$ cat config.mk
export PLATFORM = sky130hd
export DESIGN_NAME = tpsd_divsqrt
export DESIGN_NICKNAME = d
export VERILOG_FILES = /design/src/design/tpsd_pkg.sv /design/src/design/tpsd_divsqrt.sv
export SDC_FILE = /design/constraint.sdc
export NUM_CORES = 1
export LEC_CHECK = 0
export ABC_AREA = 1
export ABC_CLOCK_PERIOD_IN_PS = 8350
export BUFFER_PORTS_ARGS = -buffer_cell sky130_fd_sc_hd__buf_4
export CAP_MARGIN = 15
export CORE_AREA = 10 10 233 235
export DETAILED_ROUTE_END_ITERATION = 6
export DIE_AREA = 0 0 243 245
export PLACE_DENSITY = 0.43
export SETUP_SLACK_MARGIN = 0.05
export SYNTH_ARGS = -nofsm -noshare
export SYNTH_HDL_FRONTEND = slang
export SYNTH_SLANG_ARGS = --single-unit
$ cat constraint.sdc
create_clock -name clk -period 8.35 [get_ports clk]
set_input_delay 0.835 -clock clk [delete_from_list [all_inputs] [get_ports clk]]
set_output_delay 0.835 -clock clk [all_outputs]
set_load 0.03 [all_outputs]
$ cat src/design/tpsd_pkg.sv
package tpsd_pkg;

  localparam int POS_BITS = 32;
  localparam int TFB      = 16;                   // fraction bits of times and rates
  localparam int RATE_W   = 32;
  localparam int TQ_W     = 16;
  localparam int LIM_W    = 15;
  localparam int WIN_W    = 16;
  localparam int DIST_W   = POS_BITS + 1;
  localparam int DIV_W    = DIST_W + 3 * TFB;     // widest dividend: dist << 3F
  localparam int ROOT_W   = RATE_W;
  localparam int SQ_W     = 2 * ROOT_W;
  localparam int CNT_W    = $clog2(DIV_W + 1);
  localparam int PROD_W   = 3 * RATE_W;           // a * x * y
  localparam int OFF_W    = PROD_W - 3 * TFB + 1; // sum of two shifted terms
  localparam int SP_W     = OFF_W + 2;

  localparam logic FUNC_START = 1'b0;
  localparam logic FUNC_TICK  = 1'b1;

  typedef enum logic [1:0] {
    PH_ACCEL  = 2'd0,
    PH_CRUISE = 2'd1,
    PH_DECEL  = 2'd2,
    PH_IDLE   = 2'd3
  } phase_t;

  typedef enum logic [2:0] {
    CFG_ACCEL_MAG  = 3'd0,
    CFG_CRUISE_VEL = 3'd1,
    CFG_TLIM_A     = 3'd2,
    CFG_TLIM_B     = 3'd3,
    CFG_TLIM_C     = 3'd4,
    CFG_WINDOW_LEN = 3'd5,
    CFG_TRIP_COUNT = 3'd6
  } cfg_idx_t;

  typedef enum logic {
    DS_DIV,
    DS_SQRT
  } ds_op_t;

  typedef struct packed {
    logic   start;
    ds_op_t op;
  } ds_req_t;

  typedef enum logic [4:0] {
    S_IDLE,
    S_VV,
    S_THR_GO,
    S_THR_W,
    S_TRI_GO,
    S_TRI_W,
    S_SQ_GO,
    S_SQ_W,
    S_RMP_GO,
    S_RMP_W,
    S_CST_GO,
    S_CST_W,
    S_PLAN_END,
    S_MP,
    S_MLO,
    S_MHI,
    S_ACC,
    S_TICK_END,
    S_EMIT
  } state_t;

  typedef struct packed {
    logic                       func;
    logic [1:0]                 joint;
    logic signed [POS_BITS-1:0] start_pos;
    logic signed [POS_BITS-1:0] end_pos;
    logic signed [TQ_W-1:0]     measured_torque;
    logic signed [POS_BITS-1:0] actual_pos;
  } in_item_t;

  typedef struct packed {
    logic signed [POS_BITS-1:0] setpoint;
    logic                       moving;
    logic                       engaged;
    logic [1:0]                 phase;
  } out_item_t;

endpackage

$ cat src/design/tpsd_divsqrt.sv
module tpsd_divsqrt (
  input  logic                         clk,
  input  logic                         rst_n,
  input  tpsd_pkg::ds_req_t            req,
  input  logic [tpsd_pkg::DIV_W-1:0]   dividend,
  input  logic [tpsd_pkg::RATE_W-1:0]  divisor,
  output logic                         done,
  output logic [tpsd_pkg::DIV_W-1:0]   quot
);
  import tpsd_pkg::*;

  // one subtractor shared by restoring division and digit-by-digit root
  logic              busy_r, busy_nxt;
  logic              done_r, done_nxt;
  ds_op_t            op_r, op_nxt;
  logic [CNT_W-1:0]  cnt_r, cnt_nxt;
  logic [DIV_W-1:0]  shreg_r, shreg_nxt;
  logic [RATE_W+1:0] rem_r, rem_nxt;
  logic [ROOT_W-1:0] root_r, root_nxt;
  logic [RATE_W-1:0] d_r, d_nxt;

  logic [RATE_W+1:0] sub_a, sub_b, rem_step;
  logic [RATE_W+2:0] diff;
  logic              ge;

  always_comb begin
    if (op_r == DS_DIV) begin
      sub_a = {rem_r[RATE_W:0], shreg_r[DIV_W-1]};
      sub_b = {2'b00, d_r};
    end else begin
      sub_a = {rem_r[RATE_W-1:0], shreg_r[DIV_W-1 -: 2]};
      sub_b = {root_r, 2'b01};
    end
    diff     = {1'b0, sub_a} - {1'b0, sub_b};
    ge       = ~diff[RATE_W+2];
    rem_step = ge ? diff[RATE_W+1:0] : sub_a;
  end

  always_comb begin
    busy_nxt  = busy_r;
    done_nxt  = 1'b0;
    op_nxt    = op_r;
    cnt_nxt   = cnt_r;
    shreg_nxt = shreg_r;
    rem_nxt   = rem_r;
    root_nxt  = root_r;
    d_nxt     = d_r;
    if (req.start) begin
      busy_nxt = 1'b1;
      op_nxt   = req.op;
      d_nxt    = divisor;
      rem_nxt  = '0;
      root_nxt = '0;
      if (req.op == DS_DIV) begin
        cnt_nxt   = CNT_W'(DIV_W);
        shreg_nxt = dividend;
      end else begin
        cnt_nxt   = CNT_W'(ROOT_W);
        shreg_nxt = {dividend[SQ_W-1:0], {(DIV_W-SQ_W){1'b0}}};
      end
    end else if (busy_r) begin
      rem_nxt = rem_step;
      if (op_r == DS_DIV) begin
        shreg_nxt = {shreg_r[DIV_W-2:0], ge};
      end else begin
        shreg_nxt = {shreg_r[DIV_W-3:0], 2'b00};
        root_nxt  = {root_r[ROOT_W-2:0], ge};
      end
      cnt_nxt = cnt_r - 1'b1;
      if (cnt_r == CNT_W'(1)) begin
        busy_nxt = 1'b0;
        done_nxt = 1'b1;
      end
    end
  end

  always_ff @(posedge clk) begin
    if (!rst_n) begin
      busy_r <= 1'b0;
      done_r <= 1'b0;
      op_r   <= DS_DIV;
      cnt_r  <= '0;
    end else begin
      busy_r <= busy_nxt;
      done_r <= done_nxt;
      op_r   <= op_nxt;
      cnt_r  <= cnt_nxt;
    end
    shreg_r <= shreg_nxt;
    rem_r   <= rem_nxt;
    root_r  <= root_nxt;
    d_r     <= d_nxt;
  end

  assign done = done_r;
  assign quot = (op_r == DS_DIV) ? shreg_r : {{(DIV_W-ROOT_W){1'b0}}, root_r};

endmodule

==> results of run 1 <==
## cells in the final DEF, fill, tap and decap left out, types with 11 or more instances in the layout
master       n
nand2_1    536
inv_1      249
buf_4      208
nor2_1     159
edfxtp_1   113
nand3_1     96
o21ai_0     80
dfxtp_1     74
ha_1        36
a21boi_0    30
a22oi_1     29
o221ai_1    27
o2111ai_1   24
a21oi_1     23
or2_2       21
clkbuf_16   18
o211ai_1    17
xnor2_1     13
nand4_1     11
## worst max-delay path by stage
stage	startpoint	to	slack (ns)	depth (start not counted)
finish	op_r$_SDFFE_PN0P_	shreg_r[0]$_DFFE_PP_	3.84	11
global route	op_r$_SDFFE_PN0P_	rem_r[7]$_SDFFE_PP0P_	3.63	13
CTS	op_r$_SDFFE_PN0P_	shreg_r[0]$_DFFE_PP_	3.90	11
detailed placement	op_r$_SDFFE_PN0P_	shreg_r[0]$_DFFE_PP_	3.90	11
global placement	op_r$_SDFFE_PN0P_	shreg_r[0]$_DFFE_PP_	3.91	11
floorplan	req[1]	shreg_r[0]$_DFFE_PP_	4.29	4
## stage by stage
stage                     instance area (um2)  hold slack (ns)  worst slack (ns)  total power [mW]  cells
after floorplan                         12300            0.426              4.29              2.18   1713
after global placement                  14400            0.442              3.91              2.64   2516
after detailed placement                14400            0.449              3.90              2.63   2517
after CTS                               15000            0.462              3.90              3.49   2549
after global routing                    15000            0.480              3.63              3.69   2549
final                                   15000            0.464              3.84              3.46   2549
## sequential cells by signal (all words and copies together), names as in the netlist
name and cells:
cnt_r 7, op_r 1, d_r 32, done 1, rem_r 33, busy_r 1
shreg_r 81, root_r 32
## where the power goes
part	internal (mW)	switching (mW)	total, mW	leakage, nW
logic	0.474	0.956	1.43	5.05
clock network	0.448	0.404	0.853	0.286
registers	1.11	0.0661	1.18	1.77
## final cells by class
cell class	instances	area, um2
well taps	672	841
fillers	5556	34700
clock inverters	11	104
repair buffers	209	1580
multi-input cells	1184	6070
inverters	264	992
flip-flops and latches	188	4900
clock buffers	21	482
## per-layer routing
layer	track usage, %	up-vias
li1	-	5900
met4	4.48	0
met2	26.5	304
met3	2.81	37
met1	22.4	5690
met5	0	-
## logic make-up (layout without fill, tap and decap cells)
kind of cell,after synthesis,count (layout),synth area share (%)
buffers and inverters,341,505,10.9
flip-flops,188,188,39.8
AND/OR/NAND/NOR,861,861,29.3
adder cells (fa/ha/maj),37,37,3.83
AO/OA/AOI/OAI,269,269,14.9
XOR/XNOR,17,17,1.21
## synth_stat cells, types with 5 or more instances
cell type  number
or2_2          21
clkbuf_1       51
and2_1          6
xnor2_1        13
buf_6           5
a21boi_0       30
buf_1           8
ha_1           36
o21ai_0        80
o2111ai_1      24
nand2_1       536
o211ai_1       17
o22ai_1        10
a21oi_1        23
a22oi_1        29
a221o_1        10
buf_2          12
o21ai_1         9
nand3_2         6
nand3_1        96
clkinv_1        7
inv_1         250
nand4_1        11
nor2_1        162
edfxtp_1      113
dfxtp_1        75
o221ai_1       27
inv_2           7
## worst max-delay path, cell delays in order (launching register included)
cell	delay, ns
dfxtp_4	0.78
buf_4	0.82
nand2_1	0.32
a21boi_0	0.25
ha_1	0.43
nand2_1	0.19
nor2_1	0.09
o21ai_1	0.12
nand2_1	0.14
nor2_8	0.53
nand2_8	0.28
a22o_1	0.26
==> metrics.txt, run 1 <==
status=complete, no violations; Fin Setup TNS=0 ns; Critical Path AT=4.73 ns; VDD IR max=0.162 mV; layout cells sized above 1=15.8%; Final Hold Viols=0; maximum clock insertion buffer count=2; ys flop type=edfxtp_1; CP Capture Type=flop; GRT Util Overall=16.5%; antenna-violating nets left=0; Peak Freq=0.222 GHz; Slew @ Worst Pin=1.04 ns; post-synth top area share=27.6%; hold-fix buffer count after cts=0; Ports=199; slew margin rel.=30.5%; CTS root buffer=clkbuf_16; drt via density=4.68; CP max FO=85; via count=11931; WP data required=8.57 ns; M1 wire length=24000 um; vias in the first global route=12089; Synth cell types=47; fin crit share=54.0%; DP HPWL=38500 um; CTS sink cnt=188; postcts setup bufs=0; uppermost layer routed=met4; Setup Skew=0.0115 ns; Post-synth EDFFs=113; Worst Reg-to-Reg Cells=11; final routed DRC violation total=0; sequential element share of the synthesized area=39.8%; Worst Hold Launch=rem_r[17]$_SDFFE_PP0P_; Mapped Area=12300 um2; yosys warns=0; H-tree depth=4; core area=49700 um2; grt total ovfl=0; hold depth=2; largest net degree at the start of global routing=86; total leakage power=7.11 nW; Nets=2018; first-pass GRT wire length=75500 um; RR Endpoint=shreg_r[0]$_DFFE_PP_; CTS tree=done; min-delay worst type=reg -> reg; Synth Net Count=1867; total wire length=50200 um; Core Rows=82; Iter 0 DRT Violations=800; # Max-Cap Violations=0; Final Util=30.1%; Die Span X=243 um; PD cells=231 nW/um2; reg2reg setup slack=3.84 ns; origin of the critical flop-to-flop path=op_r$_SDFFE_PN0P_; post-cts sizing count=0; DIE AREA=59500 um2; Max Transition Viols Final=0; Initial Util=24.8%; Critical Path Source Type=flop; Setup CP Type=reg -> reg; first-pass detailed-route iteration total=5; Area Overhead vs Synth=21.8%; GP Congestion=0.907; CTS clock-pin slew for the worst setup and hold paths=0.07 ns; met2 WL=22900 um; Avg Cell Area, Syn=7.17 um2; Syn Inst Count=1713; buffers added on ports=198; Die Y=245 um; number of synthesized register bits=188; worst hold endpoint=rem_r[17]$_SDFFE_PP0P_; routed len/inst=19.7 um; met3 wire len=2470 um; Ant. Diodes=0; endpoints failing setup=0; largest cells by area after synthesis=edfxtp_1 (28%), nand2_1 (16%), dfxtp_1 (12%), inv_1 (7.6%), nor2_1 (4.9%); asr flop ratio synth=0%; Worst-Skew Late Latency=0.47 ns; RSZ-0062 raised after global routing=no; cell taking the most area after synthesis=edfxtp_1; Tmin final=4.51 ns; antenna violations before repair=0; CTS buffer count=17
No activity file was read; power rests on OpenSTA's default activity.
==> run 2: changes to the inputs <==
--- a/config.mk
+++ b/config.mk
@@ -6,13 +6,13 @@
 export NUM_CORES = 1
 export LEC_CHECK = 0
 export ABC_AREA = 1
-export ABC_CLOCK_PERIOD_IN_PS = 8350
+export ABC_CLOCK_PERIOD_IN_PS = 3800
 export BUFFER_PORTS_ARGS = -buffer_cell sky130_fd_sc_hd__buf_4
 export CAP_MARGIN = 15
 export CORE_AREA = 10 10 233 235
 export DETAILED_ROUTE_END_ITERATION = 6
 export DIE_AREA = 0 0 243 245
-export PLACE_DENSITY = 0.43
+export PLACE_DENSITY = 0.44
 export SETUP_SLACK_MARGIN = 0.05
 export SYNTH_ARGS = -nofsm -noshare
 export SYNTH_HDL_FRONTEND = slang
==> constraint.sdc (replaced) <==
create_clock -name clk -period 3.8 [get_ports clk]
set_input_delay 0.38 -clock clk [delete_from_list [all_inputs] [get_ports clk]]
set_output_delay 0.38 -clock clk [all_outputs]
set_load 0.03 [all_outputs]
==> run 2 against run 1 <==
  * Via count rose by 2.0%
  * Critical path type unchanged
  * Clock-buffer cell count rose by 5
  * Clock skew up 0.0055 ns
  * First-iteration DRC count increased by 18%
  * Worst hold slack got worse by 0.40 ns
  * Sequential power increased by 120%
==> metrics.txt, run 2 (synthesis results as in run 1) <==
CP max stage cell=ha_1 (was buf_4); min-delay worst type=in -> reg (was reg -> reg); slew margin rel.=29.0% (was 30.5%); Area Overhead vs Synth=23.6% (was 21.8%); total leakage power=7.24 nW (was 7.11 nW); vias in the first global route=12386 (was 12089); Non-Filler Instances=2573 (was 2549); CP peak stage delay=0.42 ns (was 0.82 ns); DIE AREA=59500 um2 (unchanged); CTS sink cnt=188 (unchanged); placed instance area=14600 um2 (was 14400 um2); clock share of power=24.6% (about the same); Worst-Skew Late Latency=0.49 ns (was 0.47 ns); first-pass GRT wire length=76500 um (was 75500 um); Setup Skew=0.0171 ns (was 0.0115 ns); # Max-Cap Violations=0 (unchanged); dpl cells=2541 (was 2517); total wire length=51000 um (was 50200 um); PD cells=512 nW/um2 (was 231 nW/um2); Top Registers=shreg_r x81, rem_r x33 (unchanged); DP HPWL=39800 um (was 38500 um); WP data required=4.15 ns (was 8.57 ns); fin crit share=88.2% (was 54.0%); Core Rows=82 (unchanged); WP buf/inv=5 (was 1); Setup CP Type=reg -> reg (unchanged); Critical Path Source Type=flop (unchanged); CP Capture Type=flop (unchanged); Slew @ Worst Pin=1.06 ns (was 1.04 ns); Top reg by flops=shreg_r (unchanged); switching power=3.19 mW (was 1.43 mW); largest net degree at the start of global routing=78 (was 86); CP max FO=37 (was 85); maximum clock insertion buffer count=2 (unchanged); Ports=199 (unchanged); antenna-violating nets left=0 (unchanged); H-tree depth=4 (unchanged); RSZ-0062 raised after global routing=no (unchanged); commonest non-fill, non-tap cell in the layout=nand2_1 (unchanged); GRT Util Overall=16.8% (was 16.5%); total power=7.78 mW (was 3.46 mW); Flop pwr share=33.3% (was 34.1%); Worst path top cell family by delay=buffers and inverters (was simple AND/OR/NAND/NOR gates); Ant. Diodes=0 (unchanged); hold-fix buffer count after cts=0 (unchanged); Final Util=30.6% (was 30.1%); Sw Ratio=41.0% (was 41.2%); GP Congestion=0.913 (was 0.907); Tmin final=3.35 ns (was 4.51 ns); Initial Util=24.8% (unchanged); via count=12168 (was 11931); Iter 0 DRT Violations=944 (was 800); CTS root buffer=clkbuf_16 (unchanged); CTS tree=done (unchanged); drt via density=4.73 (was 4.68); postcts setup bufs=0 (unchanged); Die Y=245 um (unchanged); final routed DRC violation total=0 (unchanged); Fin Setup TNS=0 ns (unchanged); post-cts sizing count=0 (unchanged); antenna violations before repair=0 (unchanged); Peak Freq=0.298 GHz (was 0.222 GHz); Critical Path AT=3.70 ns (was 4.73 ns); VDD IR max=0.347 mV (was 0.162 mV); fill count=5505 (was 5556); Largest register FFs=81 (unchanged); layout cells sized above 1=16.7% (was 15.8%); Final Hold Viols=0 (unchanged); most frequent cells in the layout=nand2_1 (536), inv_1 (249), buf_4 (230), nor2_1 (159), edfxtp_1 (113) (was nand2_1 (536), inv_1 (249), buf_4 (208), nor2_1 (159), edfxtp_1 (113)); CP cell instances=inv_2, buf_4, a21boi_0, ha_1, nand2_1, inv_2, nand2_2, inv_2, nand2_1, nor2_4, nand2_8, nand2_8, buf_4, nand2_1, nand3_1, o21ai_0 (was buf_4, nand2_1, a21boi_0, ha_1, nand2_1, nor2_1, o21ai_1, nand2_1, nor2_8, nand2_8, a22o_1); buffers added on ports=198 (unchanged); status=complete, no violations (unchanged); Combinational Power Share=42.1% (was 41.3%); CTS clock-pin slew for the worst setup and hold paths=0.08 ns (was 0.07 ns); grt total ovfl=0 (unchanged); CTS buffer count=17 (unchanged); Max Transition Viols Final=0 (unchanged); Nets=2042 (was 2018); Die Span X=243 um (unchanged); endpoints failing setup=0 (unchanged); internal power=4.59 mW (was 2.04 mW); routed len/inst=19.8 um (was 19.7 um); final instance area=15200 um2 (was 15000 um2); first-pass detailed-route iteration total=5 (unchanged); core area=49700 um2 (unchanged)
## run 2: changes by cell type in the layout (fill, tap and decap cells not counted), moves of 2 or more
cell	before	now
clkinv_4	2	0
clkbuf_1	1	3
buf_12	0	3
clkbuf_16	18	21
buf_4	208	230
## run 2: worst paths after layout
kind	from	end	slack [ns]	cells past startpoint
worst max-delay path	op_r$_SDFFE_PN0P_	rem_r[3]$_SDFFE_PP0P_	0.45	16
worst min register to register	rem_r[32]$_SDFFE_PP0P_	rem_r[32]$_SDFFE_PP0P_	0.46	2
worst min-delay path	divisor[31]	d_r[31]$_DFFE_PP_	0.07	1
worst max register to register	op_r$_SDFFE_PN0P_	rem_r[3]$_SDFFE_PP0P_	0.45	16
## run 2: worst register-to-register path, delay by kind of cell, from the launching register on
family,cells,cell delay [ns]
adders and majority gates,1,0.42
buffers and inverters,5,1.21
AOI/OAI and AO/OA,2,0.31
and+or+nand+nor,8,0.90
DFF,1,0.36
## run 2: final cells by class
| class | instances | area, um2 | share of cell area [%] |
|---|---|---|---|
| flip-flops and latches | 188 | 4900 | 32.2 |
| multi-input cells | 1184 | 6070 | 39.9 |
| repair buffers | 233 | 1790 | 11.8 |
| inverters | 264 | 992 | 6.53 |
| clock inverters | 6 | 41.3 | 0.272 |
| clock buffers | 26 | 564 | 3.71 |
| well taps | 672 | 841 | 5.53 |
## run 2: routing by layer
metal  vias to the layer above  track usage [%]  routed length (um)
li1                       5946                -                   -
met1                      5794             22.3               23600
met2                       371             26.4               22900
met3                        57             3.82                2990
met4                         0             6.12                1440
met5                         -                0                   0
## run 2: metrics by stage
stage	setup WS (ns)	hold slack, ns
detailed placement	0.459	0.445
finish	0.447	0.0669
global route	0.115	0.0348
global placement	0.535	0.446
CTS	0.428	0.0217
floorplan	0.194	0.426
## run 2: power by group through the flow
stage	Sequential (mW)	Clock (mW)	Combinational (mW)
floorplan	2.58	0	2.21
global placement	2.63	0	3.30
detailed placement	2.63	0	3.27
CTS	2.58	1.97	3.29
global route	2.61	2.04	3.63
finish	2.59	1.91	3.28
==> run 3: changes to the inputs <==
--- a/config.mk
+++ b/config.mk
@@ -6,13 +6,13 @@
 export NUM_CORES = 1
 export LEC_CHECK = 0
 export ABC_AREA = 1
-export ABC_CLOCK_PERIOD_IN_PS = 3800
+export ABC_CLOCK_PERIOD_IN_PS = 3200
 export BUFFER_PORTS_ARGS = -buffer_cell sky130_fd_sc_hd__buf_4
 export CAP_MARGIN = 15
-export CORE_AREA = 10 10 233 235
+export CORE_AREA = 10 10 298 185
 export DETAILED_ROUTE_END_ITERATION = 6
-export DIE_AREA = 0 0 243 245
-export PLACE_DENSITY = 0.44
+export DIE_AREA = 0 0 308 195
+export PLACE_DENSITY = 0.42
 export SETUP_SLACK_MARGIN = 0.05
 export SYNTH_ARGS = -nofsm -noshare
 export SYNTH_HDL_FRONTEND = slang
==> constraint.sdc (replaced) <==
create_clock -name clk -period 3.2 [get_ports clk]
set_input_delay 0.32 -clock clk [delete_from_list [all_inputs] [get_ports clk]]
set_output_delay 0.32 -clock clk [all_outputs]
set_load 0.03 [all_outputs]
==> run 3 against run 2 <==
  * Maximum frequency is 9.7% higher
  * Core utilization is 0.41 points higher
  * Non-clock buffer count is 11 higher
  * Clock power is 18% higher
  * First-iteration DRC count is 43% higher
  * Sequential share of layout area is 0.68 points lower
  * Final area is 2.1% higher
  * Clock skew is 0.0026 ns lower
  * Global-route usage is 0.42 points higher
  * Routed wire length is 6.4% higher
  * Critical path type unchanged
  * Critical endpoint is now rem_r[27]$_SDFFE_PP0P_
==> metrics.txt, run 3 (synthesis results as in run 1) <==
fill count=5453 (was 5505); Worst Reg-to-Reg Cells=18 (was 16); Worst-Skew Late Latency=0.46 ns (was 0.49 ns); largest net degree at the start of global routing=73 (was 78); hold-fix buffer count after cts=0 (unchanged); Die Span X=308 um (was 243 um); DIE AREA=60100 um2 (was 59500 um2); layout cells sized above 1=19.0% (was 16.7%); total leakage power=7.37 nW (was 7.24 nW); CP cell instances=buf_4, clkbuf_16, o21ai_0, inv_1, ha_1, nand2_1, nand2_1, inv_1, nand2_1, nand2_1, nand2_2, nand2_1, nand2_1, nand2_1, nand3_1, nand3_2, nand2_1, nand2_1 (was inv_2, buf_4, a21boi_0, ha_1, nand2_1, inv_2, nand2_2, inv_2, nand2_1, nor2_4, nand2_8, nand2_8, buf_4, nand2_1, nand3_1, o21ai_0); antenna-violating nets left=0 (unchanged); met3 wire len=4000 um (was 2990 um); Critical Path Source Type=flop (unchanged); Slew @ Worst Pin=0.785 ns (was 1.06 ns); CP peak stage delay=0.38 ns (was 0.42 ns); DP HPWL=41800 um (was 39800 um); commonest non-fill, non-tap cell in the layout=nand2_1 (unchanged); buffers added on ports=198 (unchanged); Setup CP Type=reg -> reg (unchanged); Largest register FFs=81 (unchanged); CTS clock-pin slew for the worst setup and hold paths=0.08 ns (about the same); Peak Freq=0.327 GHz (was 0.298 GHz); Fin Setup TNS=0 ns (unchanged); total wire length=54200 um (was 51000 um); met2 WL=21100 um (was 22900 um); Ports=199 (unchanged); Area Overhead vs Synth=26.3% (was 23.6%); CP Capture Type=flop (unchanged); Max Transition Viols Final=0 (unchanged); GP Congestion=0.924 (was 0.913); CP max FO=31 (was 37); core area=50000 um2 (was 49700 um2); CTS buffer count=17 (unchanged); M1 wire length=28700 um (was 23600 um); hold depth=1 (unchanged); Nets=2058 (was 2042); H-tree depth=4 (unchanged); Die Y=195 um (was 245 um); register area=4900 um2 (unchanged); Critical Path AT=3.41 ns (was 3.70 ns); VDD IR max=0.383 mV (was 0.347 mV); slew margin rel.=47.6% (was 29.0%); Top Registers=shreg_r x81, rem_r x33 (unchanged); Worst path top cell family by delay=simple AND/OR/NAND/NOR gates (was buffers and inverters); CTS tree=done (unchanged); uppermost layer routed=met4 (unchanged); vias in the first global route=11783 (was 12386); via count=12412 (was 12168); Initial Util=24.6% (was 24.8%); # Max-Cap Violations=0 (unchanged); Tmin final=3.05 ns (was 3.35 ns); routed len/inst=21.0 um (was 19.8 um); RSZ-0062 raised after global routing=yes (was no); worst setup slack after placement=-0.0100 ns (was 0.459 ns); drt via density=4.82 (was 4.73); final routed DRC violation total=0 (unchanged); Most Frequent Cell on Critical Path=nand2_1; WP buf/inv=4 (was 5); Worst path depth=18 (was 16); most frequent cells in the layout=nand2_1 (527), inv_1 (248), buf_4 (234), nor2_1 (152), edfxtp_1 (113) (was nand2_1 (536), inv_1 (249), buf_4 (230), nor2_1 (159), edfxtp_1 (113)); grt total ovfl=0 (unchanged); Ant. Diodes=0 (unchanged); status=complete, no violations (unchanged); fin crit share=95.5% (was 88.2%); CTS sink cnt=188 (unchanged); antenna violations before repair=2 (was 0); CTS root buffer=clkbuf_16 (unchanged); total power=9.62 mW (was 7.78 mW); final worst setup slack=0.145 ns (was 0.447 ns); Setup Skew=0.0145 ns (was 0.0171 ns); GRT Util Overall=17.3% (was 16.8%); Top reg by flops=shreg_r (unchanged); endpoints failing setup=0 (unchanged); min-delay worst type=in -> reg (unchanged); maximum clock insertion buffer count=2 (unchanged); area of the multi-input gates=6250 um2 (was 6070 um2); Final Hold Viols=0 (unchanged); first-pass GRT wire length=78300 um (was 76500 um); Iter 0 DRT Violations=1348 (was 944); WP data required=3.56 ns (was 4.15 ns); first-pass detailed-route iteration total=5 (unchanged); PD cells=620 nW/um2 (was 512 nW/um2); Core Rows=64 (was 82); CP max stage cell=dfxtp_4 (was ha_1)
[run 3: changes by cell type in the layout (fill, tap and decap cells not counted), moves of 4 or more]
cell,previous run,this run
ha_2,0,4
nand2_1,536,527
nand2_4,1,6
nor2_2,4,8
o21ai_0,80,75
buf_4,230,234
o21ai_1,9,14
ha_1,36,30
nand2_2,4,12
nor2_1,159,152
[run 3: area by class of cell]
type | count | area share, %
Multi-Input combinational cell | 1189 | 40.3
Sequential cell | 188 | 31.6
Timing Repair Buffer | 244 | 12.5
Inverter | 264 | 6.39
Tap cell | 660 | 5.32
Clock buffer | 20 | 3.09
Clock inverter | 12 | 0.782
[run 3: power breakdown]
group / switching, mW / leakage (nW) / total (mW) / internal, mW
combinational: 2.83 / 5.31 / 4.28 / 1.44
clock: 1.07 / 0.291 / 2.26 / 1.19
sequential: 0.180 / 1.77 / 3.08 / 2.90
[run 3: final timing paths]
kind                          startpoint                endpoint  slack [ns]
setup reg to reg       op_r$_SDFFE_PN0P_  rem_r[27]$_SDFFE_PP0P_        0.15
hold / removal               divisor[23]       d_r[23]$_DFFE_PP_        0.03
hold reg to reg   rem_r[32]$_SDFFE_PP0P_  rem_r[32]$_SDFFE_PP0P_        0.46
setup / recovery       op_r$_SDFFE_PN0P_  rem_r[27]$_SDFFE_PP0P_        0.15
[run 3: worst register-to-register path: cells and delay by family (launching register included)]
family / cells / cell delay, ns
flip-flops: 1 / 0.38
adder cells (fa/ha/maj): 1 / 0.36
AO/OA/AOI/OAI: 1 / 0.31
buffers and inverters: 4 / 0.52
AND/OR/NAND/NOR: 12 / 1.39
[run 3: per-stage QoR]
stage	instances	area [um2]	utilization, %	hold slack [ns]
floorplan	1713	12300	-	0.419
global placement	2532	14600	29.2	0.446
detailed placement	2532	14600	29.2	0.451
CTS	2565	15200	30.4	0.00217
global route	2577	15500	31.0	0.00630
finish	2577	15500	31.0	0.0335
[run 3: metal layers]
layer | up-vias | GRT usage, %
li1 | 5993 | -
met1 | 5934 | 27.5
met2 | 458 | 23.1
met3 | 27 | 3.62
met4 | 0 | 2.69
met5 | - | 0
[run 3: timing repair]
action / CTS / global route
buffers inserted: 0 / 7
setup endpoints to repair: 18 / 35
resized for setup: 3 / 46
gates cloned: 1 / 5
pin swaps: 1 / 7
